`config.mk`:
```
export PLATFORM = sky130hd
export DESIGN_NAME = sgm_ctrl
export DESIGN_NICKNAME = d
export VERILOG_FILES = /design/src/sgm_pkg.sv /design/src/sgm_ctrl.sv
export SDC_FILE = /design/constraint.sdc
export NUM_CORES = 1
export LEC_CHECK = 0
export BUFFER_PORTS_ARGS = -buffer_cell sky130_fd_sc_hd__buf_4
export CORE_AREA = 4 4 41 43
export CTS_CLUSTER_DIAMETER = 100
export CTS_CLUSTER_SIZE = 8
export DETAILED_ROUTE_END_ITERATION = 8
export DIE_AREA = 0 0 45 47
export GPL_TIMING_DRIVEN = 0
export SLEW_MARGIN = 0
export SYNTH_ARGS = -nofsm -noshare
export SYNTH_HDL_FRONTEND = slang
export SYNTH_SLANG_ARGS = --single-unit
```
`constraint.sdc`:
```
create_clock -name clk -period 1.2 [get_ports clk]
set_input_delay 0.24 -clock clk [delete_from_list [all_inputs] [get_ports clk]]
set_output_delay 0.24 -clock clk [all_outputs]
set_load 0.1 [all_outputs]
```
`src/sgm_pkg.sv`:
```
`default_nettype none
// ----------------------------------------------------------------------------
// Sobel gradient magnitude package
// Shared types and constants for the Sobel magnitude block.
// ----------------------------------------------------------------------------
package sgm_pkg;

	localparam int DefMaxWidth    = 1024;
	localparam int DefMaxChannels = 4;

	localparam logic [1:0] CFG_WIDTH    = 2'd0;
	localparam logic [1:0] CFG_HEIGHT   = 2'd1;
	localparam logic [1:0] CFG_CHANNELS = 2'd2;

	typedef struct packed {
		logic [7:0] sample;
		logic       flush;
	} sgm_in_t;

	typedef struct packed {
		logic [7:0] magnitude;
		logic       last_in_run;
		logic       end_of_frame;
	} sgm_out_t;

	typedef struct packed {
		logic load;
		logic capture;
		logic compute_two;
		logic sqrt_start;
		logic sel_second;
	} sgm_cmd_t;

	typedef struct packed {
		logic sqrt_busy;
		logic has_first;
		logic has_second;
	} sgm_sts_t;

endpackage
`default_nettype wire

```
`src/sgm_ctrl.sv`:
```
`default_nettype none
// ----------------------------------------------------------------------------
// Sobel controller
// Sequences one item through load, window update, root and output transfer.
// ----------------------------------------------------------------------------
module sgm_ctrl
	import sgm_pkg::*;
(
	input  wire       clk,
	input  wire       arst_n,
	input  wire       in_valid,
	output logic      in_stall,
	output logic      out_valid,
	input  wire       out_stall,
	input  wire       cfg_busy,
	output logic      idle,
	input  wire sgm_sts_t sts,
	output sgm_cmd_t  cmd
);

	localparam logic [2:0] ST_IDLE  = 3'd0;
	localparam logic [2:0] ST_READ  = 3'd1;
	localparam logic [2:0] ST_CAPT  = 3'd2;
	localparam logic [2:0] ST_ROOT  = 3'd3;
	localparam logic [2:0] ST_WAIT  = 3'd4;
	localparam logic [2:0] ST_SEND  = 3'd5;

	logic [2:0] state_q, state_d;
	logic       second_q, second_d;

	assign in_stall  = (state_q != ST_IDLE) || cfg_busy;
	assign out_valid = (state_q == ST_SEND);
	assign idle      = (state_q == ST_IDLE);

	always_comb begin
		state_d          = state_q;
		second_d         = second_q;
		cmd              = '0;
		cmd.sel_second   = second_q;
		case (state_q)
			ST_IDLE: begin
				if (in_valid && !cfg_busy) begin
					cmd.load = 1'b1;
					state_d  = ST_READ;
				end
			end
			ST_READ: state_d = ST_CAPT;
			ST_CAPT: begin
				cmd.capture     = 1'b1;
				cmd.sel_second  = 1'b0;
				state_d         = ST_ROOT;
				second_d        = 1'b0;
			end
			ST_ROOT: begin
				if (!second_q) begin
					cmd.compute_two = 1'b1;
					if (sts.has_first) begin
						cmd.sqrt_start = 1'b1;
						state_d = ST_WAIT;
					end else if (sts.has_second) begin
						second_d = 1'b1;
					end else begin
						state_d = ST_IDLE;
					end
				end else begin
					cmd.sqrt_start = 1'b1;
					state_d = ST_WAIT;
				end
			end
			ST_WAIT: if (!sts.sqrt_busy) state_d = ST_SEND;
			ST_SEND: begin
				if (!out_stall) begin
					if (!second_q && sts.has_second) begin
						second_d = 1'b1;
						state_d  = ST_ROOT;
					end else begin
						state_d = ST_IDLE;
					end
				end
			end
			default: state_d = ST_IDLE;
		endcase
	end

	always_ff @(posedge clk or negedge arst_n) begin
		if (!arst_n) begin
			state_q  <= ST_IDLE;
			second_q <= 1'b0;
		end else begin
			state_q  <= state_d;
			second_q <= second_d;
		end
	end

	a_out_hold: assert property (@(posedge clk) disable iff (!arst_n)
		out_valid && out_stall |=> out_valid) else $error("result dropped");
	a_no_accept_busy: assert property (@(posedge clk) disable iff (!arst_n)
		cmd.load |-> state_q == ST_IDLE) else $error("load while busy");
	a_root_done: assert property (@(posedge clk) disable iff (!arst_n)
		out_valid |-> !sts.sqrt_busy) else $error("root still running");

endmodule
`default_nettype wire

```
=== After elaboration in Yosys (flattened, before gate mapping) ===
Index checks and enable logic that the tools add are counted.
Widths: inputs -> output; s select.

* Add/sub/neg operators: 0
* Multiply operators: 0
* Div/mod/pow operators: 0
* Order comparisons: 0
* Equal/unequal tests: 10
* Shift-type cells: 0
* Multiplexer cells: 22
* Bitwise operators: 0
* Reduce and logical (&&, ||, !) cells: 10

{| class="wikitable"
|+ Operators with widths
! cell !! count
|-
| $mux 3 || 6
|-
| $pmux 3 s6 || 1
|-
| $mux 1 || 12
|-
| $eq 3x2->1 const B || 2
|-
| $eq 3x3->1 const B || 2
|-
| $reduce_bool 3->1 || 2
|-
| $mux 2 || 2
|-
| $ne 2x1->1 const B || 2
|-
| $ne 2x2->1 const B || 2
|-
| $ne 4x4->1 const B || 1
|-
| $reduce_and 4->1 || 1
|-
| $eq 3x1->1 const B || 1
|-
| $logic_not 3->1 || 1
|-
| $pmux 1 s3 || 1
|-
| $reduce_and 3->1 || 1
|-
| $logic_and 1x1->1 || 2
|-
| $logic_not 1->1 || 2
|-
| $logic_or 1x1->1 || 1
|}

* Register bits: 4
* Bits in latches: 0
* Memory bits (writable): 0
* ROM bits: 0
* Bits of input ports: 8
* Output and inout bits: 8
* Word-level logic and storage cells: 44
* Memories: 0

=== Longest topological paths before layout ===
Gate-level depths: netlist of run 1.

* Depth after elaboration: 5
* Gate-level depth with buffers: 4
* Depth with buffers taken out: 3

=== Worst setup path after synthesis of run 1 ===
OpenSTA, ideal clock, no wires.

* Path kind: register to output
* Start: register state_q[1]
* End: output port cmd[4] in the netlist's numbering
* Arrival: 4076 ps
* Required time: 960 ps
* Slack: -3116 ps
* Cell stages (with the launch flop): 4
* Path buffers: 1
* Cell sequence: dfrtp_1 > buf_4 > nor3_2 > nor3b_1

{| class="wikitable"
|+ RTL lines
! item !! RTL line !! text
|-
| start: declaration || sgm_ctrl.sv:28 || <nowiki>logic [2:0] state_q, state_d;</nowiki>
|-
| start signal: assignment || sgm_ctrl.sv:90 || <nowiki>state_q <= state_d;</nowiki>
|-
| end: declaration || sgm_ctrl.sv:18 || <nowiki>output sgm_cmd_t cmd</nowiki>
|}

==> results.yml, run 1 <==
yosys:
  synthCells: 40
  syn-cell-area_sq_um: 343
  synth_compound_area_frac: 0.190
  synth.ff_latch_count: 4
  yosys.area.top_type: "dfrtp_1"
  yosys.area_share.simple: 0.401
  yosys-top-cells-area: "dfrtp_1 29%, nor3b_1 8.8%, nand2b_1 7.3%, nor3_2 5.8%, nor3_1 4.4%"
  syn_nets: 48
  yosysWarnings: 0
  synth-xor-area-share: 0
  synthAdderAreaFrac: 0
  synth_top_family_by_area: "simple AND/OR/NAND/NOR gates"
  synth.yosys.seq_area_share: 0.292
  ys_types: 24
  muxShareOfSynthArea: 0
  synth_top_area_share: 0.292
  syn_avg_cell_area_sq_um: 8.57
place:
  postPlaceCellArea_sq_um: 537
  io_buffer_count: 15
  dp_hpwl_microns: 667
  gp_congestion: 0.747
drt:
  wl_per_cell_microns: 13.6
  vias: 416
  firstDrtPassIters: 2
  vias_per_cell: 5.14
  wirelength_microns: 1100
  drt_iter0_drc: 1
  drcViolationCount: 0
  drtAntennaViolNets: 0
global_routing:
  grt_pass1_vias: 383
  gr-max-usage-layer: "met2"
  grt_use_met3: 0.0536
  grt_pass1_wl_microns: 1730
  grt_max_degree: 11
  grtUsageTotal: 0.116
  use_met1: 0.140
  grt_use_met2: 0.175
  antenna_found_initial: 0
  gr-total-overflow: 0
worst_setup_path:
  r2r_cells: 4
  r2r-end: "state_q[0]"
  worstSetupEndpointType: "output pin"
  critPathLaunch: "state_q[2]"
  slowest_delay_ns: 0.45
  crit_chain: "nor3_4 > nor3b_4 > buf_12"
  path_class: "register to output pin"
  arrival_ns: 1.34
  worstReg2RegStart: "state_q[1]"
  crit_fanout: 5
  crit_slowest_cell: "dfrtp_2"
  critPathLaunchType: "register"
  required_ns: 0.96
  worst-r2r-setup-slack_ns: -0.09
run_status:
  status: "finished with violations"
  violations: "negative setup slack"
final_layout:
  finalInstanceArea_sq_um: 741
  layout_common_cells: "14 x buf_4, 7 x buf_12, 4 x nor3_4, 4 x clkbuf_4, 3 x nand2b_1"
  diodes: 0
  final_common_cell: "buf_4"
  final_nets: 75
  syn_to_final_growth_pct: 116
  drive_above_1_share: 0.652
cts:
  clkTransAtPathRegs_ns: 0.04
  cts_root_buffer: "clkbuf_4"
  cts_buffers: 3
  cts_tree: "done"
  max-clock-path-buffers: 2
  htreeDepth: 1
  clkLatencyLatePin_ns: 0.25
  cts_sinks: 4
die:
  die_h_microns: 47
  core_region_area_sq_um: 1300
  rows: 13
  fp.dieW_microns: 45
  dieArea_sq_um: 2120
  ios: 16
  start_util: 0.263
worst_hold_path:
  hold_class: "primary input to register"
  holdCritStartpoint: "out_stall"
  hold_depth: 2
  min_to: "state_q[0]"
timing:
  timing.final.crit_share: 1.32
  hold_viol_final: 0
  layout_min_cycle_time_ns: 1.58
  fin_ws_ns: -0.384
  max_freq_mhz: 631
  finalSetupViolCount: 9
  slew_headroom: 0.795
  worst_pin_slew_ns: 0.302
  clock_skew_ns: 0.00215
  finalMaxSlewViolations: 0
  setup_tns_ns: -2.71
  rsz0062_at_grt: "yes"
job:
  max_cap_violations: 0
## critical path: cells and delay by family, from the launching register on
| family | cells | cell delay [ns] |
|---|---|---|
| buffers and inverters | 1 | 0.20 |
| and+or+nand+nor | 2 | 0.45 |
| DFF | 1 | 0.45 |
## kinds of logic after synthesis
logic type / Yosys count
AND/OR/NAND/NOR: 21
AO/OA/AOI/OAI: 8
flip-flops: 4
buffers and inverters: 7
## registers in the layout (all words and copies together), names as in the netlist
register / flops
second_q: 1
state_q: 3
## Yosys cell counts (all sizes together)
library cell  n
nor4          1
a221o         1
o311ai        1
nand2         1
a211oi        1
a31o          1
nor3          5
nand2b        4
nor2          2
nor3b         4
and4b         1
a21oi         1
o22ai         2
nor2b         1
nand3b        1
buf           4
inv           3
and3          1
dfrtp         4
a22oi         1
## timing repair
item | CTS | global route
endpoints found under the setup margin | 9 | 11
hold buffers | 1 | 0
gates resized for setup | 27 | 5
pin swaps | 1 | 2
endpoints found under the hold margin | 4 | 0
buffers inserted | 4 | 3
## stage by stage
step                 util  hold slack (ns)  cells  setup slack (ns)
global route        0.569            0.258     81            -0.462
CTS                 0.546            0.264     79            -0.414
finish              0.569            0.267     81            -0.384
floorplan               -          -0.0556     40             -1.35
detailed placement  0.413           0.0378     70            -0.247
global placement    0.413           0.0366     70            -0.237
## routing by layer
metal / part of all wire / routed length [microns] / up-vias
li1: - / - / 203
met2: 0.52 / 577 / 16
met1: 0.40 / 435 / 197
met5: 0 / 0 / -
met4: 0 / 0 / 0
met3: 0.080 / 88 / 0
## worst max-delay path by stage
stage | to | slack [ns] | depth (start not counted)
floorplan | cmd[4] | -1.35 | 3
global placement | cmd[4] | -0.24 | 4
detailed placement | cmd[4] | -0.25 | 4
CTS | cmd[4] | -0.41 | 4
global route | cmd[4] | -0.46 | 3
finish | cmd[4] | -0.38 | 3
## cell type report
cell class / instances / area, sq um
plain buffers: 3 / 30.0
clock buffers: 4 / 26.3
fillers: 125 / 561
inverters: 3 / 11.3
multi-input cells: 29 / 282
flip-flops and latches: 4 / 103
well taps: 15 / 18.8
repair buffers: 23 / 270
Power of run 1 is not shown: default switching activity piles up to over one toggle a cycle in this logic, so the estimate is an artifact.
==> run 2: changes to the inputs <==
Settings changed: BUFFER_PORTS_ARGS -buffer_cell sky130_fd_sc_hd__buf_4 to unset, CAP_MARGIN set to 10, DONT_BUFFER_PORTS set to 1, MAX_ROUTING_LAYER set to met4.
==> run 2 against run 1 <==
Sequential share of layout area is 5.3 points higher. Fmax is 43% lower. Global-route usage fell by 1.4 points. Highest routed layer unchanged. First-iteration DRC count grew to 11 times the previous value. The flow still finishes with violations (negative setup slack). Critical path type unchanged. Non-clock buffer count shrank 19. Cell count down 23%. Critical endpoint unchanged. Worst hold slack lost 0.092 ns. Via count decreased by 21%.
==> results.yml, run 2 (same netlist as run 1, synthesis figures left out) <==
die:
  start_util: 0.263
  rows: 13
  ios: 16
  dieArea_sq_um: 2120
  fp.dieW_microns: 45
  die_h_microns: 47
  core_region_area_sq_um: 1300
worst_setup_path:
  slowest_delay_ns: 0.99
  worst-r2r-setup-slack_ns: -0.59
  crit_fanout: 3
  arrival_ns: 2.52
  critPathBufInv: 0
  crit_slowest_cell: "nor3b_4"
  critPathLaunchType: "register"
  worstReg2RegStart: "state_q[1]"
  crit_chain: "nor3_4 > nor3b_4"
  worstSetupEndpointType: "output pin"
  r2r_cells: 4
  path_class: "register to output pin"
  r2r-end: "state_q[2]"
  required_ns: 0.96
  cp_top_family: "simple AND/OR/NAND/NOR gates"
worst_hold_path:
  hold_class: "primary input to register"
  hold_depth: 1
  holdCritStartpoint: "out_stall"
  min_to: "state_q[0]"
cts:
  clkTransAtPathRegs_ns: 0.04
  htreeDepth: 1
  cts_sinks: 4
  cts_buffers: 3
  cts_root_buffer: "clkbuf_4"
  cts_tree: "done"
  max-clock-path-buffers: 2
  clkLatencyLatePin_ns: 0.24
timing:
  slew_headroom: 0.285
  finalSetupViolCount: 11
  max_freq_mhz: 362
  clock_skew_ns: 0.00425
  rsz0062_at_grt: "yes"
  finalMaxSlewViolations: 0
  worst_pin_slew_ns: 1.07
  hold_viol_final: 0
  setup_tns_ns: -8.20
  layout_min_cycle_time_ns: 2.76
  fin_ws_ns: -1.56
  timing.final.crit_share: 2.30
final_layout:
  drive_above_1_share: 0.511
  ff_latch_area_sq_um: 101
  reg_top3: "state_q (3), second_q (1)"
  fin_cells: 62
  final_util: 0.407
  largest_reg_flops: 3
  syn_to_final_growth_pct: 54.4
  final_nets: 56
  multi_input_area_sq_um: 290
  diodes: 0
  largest-register: "state_q"
  layout_common_cells: "4 x nor3_4, 4 x clkbuf_4, 4 x nand2b_1"
  fillers: 135
drt:
  vias_per_cell: 5.31
  firstDrtPassIters: 2
  drcViolationCount: 0
  drt_iter0_drc: 11
  drtAntennaViolNets: 0
  wirelength_microns: 899
  wl_per_cell_microns: 14.5
  vias: 329
global_routing:
  grtUsageTotal: 0.102
  gr-total-overflow: 0
  grt_pass1_vias: 329
  grt_max_degree: 11
  grt_pass1_wl_microns: 1460
  antenna_found_initial: 0
place:
  place_worst_setup_slack_ns: -1.40
  gp_congestion: 0.761
  dp_hpwl_microns: 635
  io_buffer_count: 0
  dp.cells: 55
run_status:
  violations: "negative setup slack"
  status: "finished with violations"
job:
  max_cap_violations: 0
## run 2: stage by stage
stage | hold slack, ns | cell area (sq um)
4_1_cts | 0.171 | 500
3_3_place_gp | -0.0555 | 424
6_report | 0.175 | 529
2_1_floorplan | -0.0556 | 405
5_1_grt | 0.168 | 529
3_5_place_dp | -0.0555 | 424
## run 2: how the worst max path moves through the flow
stage                     startpoint      to  cells past startpoint
after floorplan           state_q[0]  cmd[4]                      3
after global placement    state_q[0]  cmd[4]                      3
after detailed placement  state_q[0]  cmd[4]                      3
after CTS                 state_q[1]  cmd[4]                      3
after global routing      state_q[0]  cmd[4]                      2
final                     state_q[0]  cmd[4]                      2
## run 2: cell type report
| class | count | share of cell area |
|---|---|---|
| clock buffers | 4 | 0.0496 |
| flip-flops and latches | 4 | 0.191 |
| well taps | 15 | 0.0355 |
| multi-input cells | 29 | 0.548 |
| inverters | 3 | 0.0260 |
| plain buffers | 2 | 0.0520 |
| repair buffers | 5 | 0.0969 |
## run 2: worst register-to-register path: cells and delay by family, from the launching register on
family	cells	cell delay, ns
AO/OA/AOI/OAI	1	0.20
buffers and inverters	1	0.20
AND/OR/NAND/NOR	2	0.92
flip-flops	1	0.39
## run 2: what timing repair did
action	in CTS	in global routing
buffers inserted	2	2
endpoints found under the setup margin	10	12
pin swaps	4	3
hold endpoints to repair	4	0
gates resized for setup	9	8
hold buffers	1	0
## run 2: metal layers
metal  vias up  global-route usage  share of wire
met4         0              0.0526              0
met5         -                   -              0
met2        16               0.136           0.46
li1        162                   -              -
met1       151               0.132           0.44
met3         0              0.0383          0.092
Power of run 2 is left out for the same reason.
==> run 3: changes to the inputs <==
Settings changed: PLACE_DENSITY set to 0.4.
==> run 3 against run 2 <==
The flow still finishes with violations (negative setup slack). Cell count fell by 3.2%. Critical path depth did not move. Sequential cell count did not move. Worst hold slack improved by 0.011 ns. Global-route usage rose by 0.66 points. Utilization fell by 3.5 points. Fmax rose by 0.37%. Clock skew rose by 0.0093 ns. Routed wire length rose by 12%. Die area did not move. Largest cell class unchanged.
==> results.yml, run 3 (same netlist as run 1, synthesis figures left out) <==
run_status:
  status: "finished with violations"
  violations: "negative setup slack"
global_routing:
  gr-total-overflow: 0
  use_met1: 0.118
  grt_pass1_wl_microns: 1550
  antenna_found_initial: 0
  gr-max-usage-layer: "met2"
  grt_use_met3: 0.0536
  grt_use_met2: 0.153
  grt_max_degree: 11
  grtUsageTotal: 0.108
  grt_pass1_vias: 358
timing:
  rsz0062_at_grt: "yes"
  max_freq_mhz: 363
  fin_ws_ns: -1.55
  finalMaxSlewViolations: 0
  clock_skew_ns: 0.0136
  timing.final.crit_share: 2.30
  worst_pin_slew_ns: 1.07
  layout_min_cycle_time_ns: 2.75
  finalSetupViolCount: 10
  slew_headroom: 0.284
  hold_viol_final: 0
worst_setup_path:
  arrival_ns: 2.51
  crit_chain: "nor3_4 > nor3b_4"
  critPathBufInv: 0
  cp_top_family: "simple AND/OR/NAND/NOR gates"
  required_ns: 0.96
  crit_fanout: 7
  crit_slowest_cell: "nor3b_4"
  worstSetupEndpointType: "output pin"
  critPathLaunchType: "register"
  path_class: "register to output pin"
  slowest_delay_ns: 0.99
cts:
  clkTransAtPathRegs_ns: 0.05
  clkLatencyLatePin_ns: 0.24
  cts_root_buffer: "clkbuf_4"
  cts_tree: "done"
  max-clock-path-buffers: 2
  cts_buffers: 3
  cts_sinks: 4
  htreeDepth: 1
drt:
  wirelength_microns: 1010
  vias_per_cell: 5.78
  drt_iter0_drc: 7
  drcViolationCount: 0
  drtAntennaViolNets: 0
  firstDrtPassIters: 4
  vias: 347
  wl_per_cell_microns: 16.8
final_layout:
  layout_common_cells: "4 x nor3_4, 4 x clkbuf_4, 4 x nand2b_1"
  diodes: 0
  syn_to_final_growth_pct: 41.2
  drive_above_1_share: 0.489
  fillers: 138
  reg_top3: "state_q (3), second_q (1)"
  largest_reg_flops: 3
  final_nets: 54
  multi_input_area_sq_um: 279
  largest-register: "state_q"
  ff_latch_area_sq_um: 103
place:
  place_worst_setup_slack_ns: -1.40
  io_buffer_count: 0
  gp_congestion: 0.704
  dp_hpwl_microns: 755
die:
  die_h_microns: 47
  core_region_area_sq_um: 1300
  rows: 13
  ios: 16
  fp.dieW_microns: 45
  dieArea_sq_um: 2120
  start_util: 0.263
worst_hold_path:
  hold_class: "primary input to register"
job:
  max_cap_violations: 0
run 3: cell types whose count changed in the layout (fill, tap and decap cells not counted), sizes merged:
| cell | delta |
|---|---|
| buf | -2 |
run 3: final cells by class:
type / instances / area share
Timing Repair Buffer: 4 / 0.0749
Clock buffer: 4 / 0.0543
Tap cell: 15 / 0.0388
Sequential cell: 4 / 0.212
Buffer: 1 / 0.0155
Inverter: 3 / 0.0284
Multi-Input combinational cell: 29 / 0.576
run 3: worst paths after layout:
check,slack [ns],startpoint,to,cells past startpoint
setup / recovery,-1.55,state_q[2],cmd[4],2
hold / removal,0.19,out_stall,state_q[0],1
setup reg to reg,-0.58,state_q[2],state_q[2],3
hold reg to reg,0.73,state_q[1],state_q[1],2
max in group asynchronous,0.73,arst_n,state_q[0],1
min in group asynchronous,0.27,arst_n,state_q[1],1
run 3: worst register-to-register path, cell delays in order, from the launching register on:
cell and delay, ns:
dfrtp_2 0.47, buf_6 0.18, nor3_4 0.85, a31o_1 0.20
run 3: timing repair:
item | in CTS | in global routing
endpoints found under the hold margin | 4 | 0
gates resized for setup | 8 | 5
buffers inserted | 2 | 2
pin swaps | 4 | 4
hold buffers | 1 | 0
endpoints found under the setup margin | 11 | 12
run 3: routing by layer:
layer	up-vias	wire length, microns
met3	0	131
met4	0	0
met2	23	481
met1	165	392
li1	159	-
met5	-	0
run 3: per-stage QoR:
stage | util | TNS [ns] | hold WS [ns] | cell area [sq um] | instances
2_1_floorplan | - | -5.80 | -0.0556 | 405 | 40
3_3_place_gp | 0.326 | -6.41 | -0.0555 | 424 | 55
3_5_place_dp | 0.326 | -6.50 | -0.0555 | 424 | 55
4_1_cts | 0.382 | -8.52 | 0.189 | 497 | 62
5_1_grt | 0.372 | -8.60 | 0.175 | 484 | 60
6_report | 0.372 | -8.15 | 0.186 | 484 | 60
Power of run 3 is left out for the same reason.
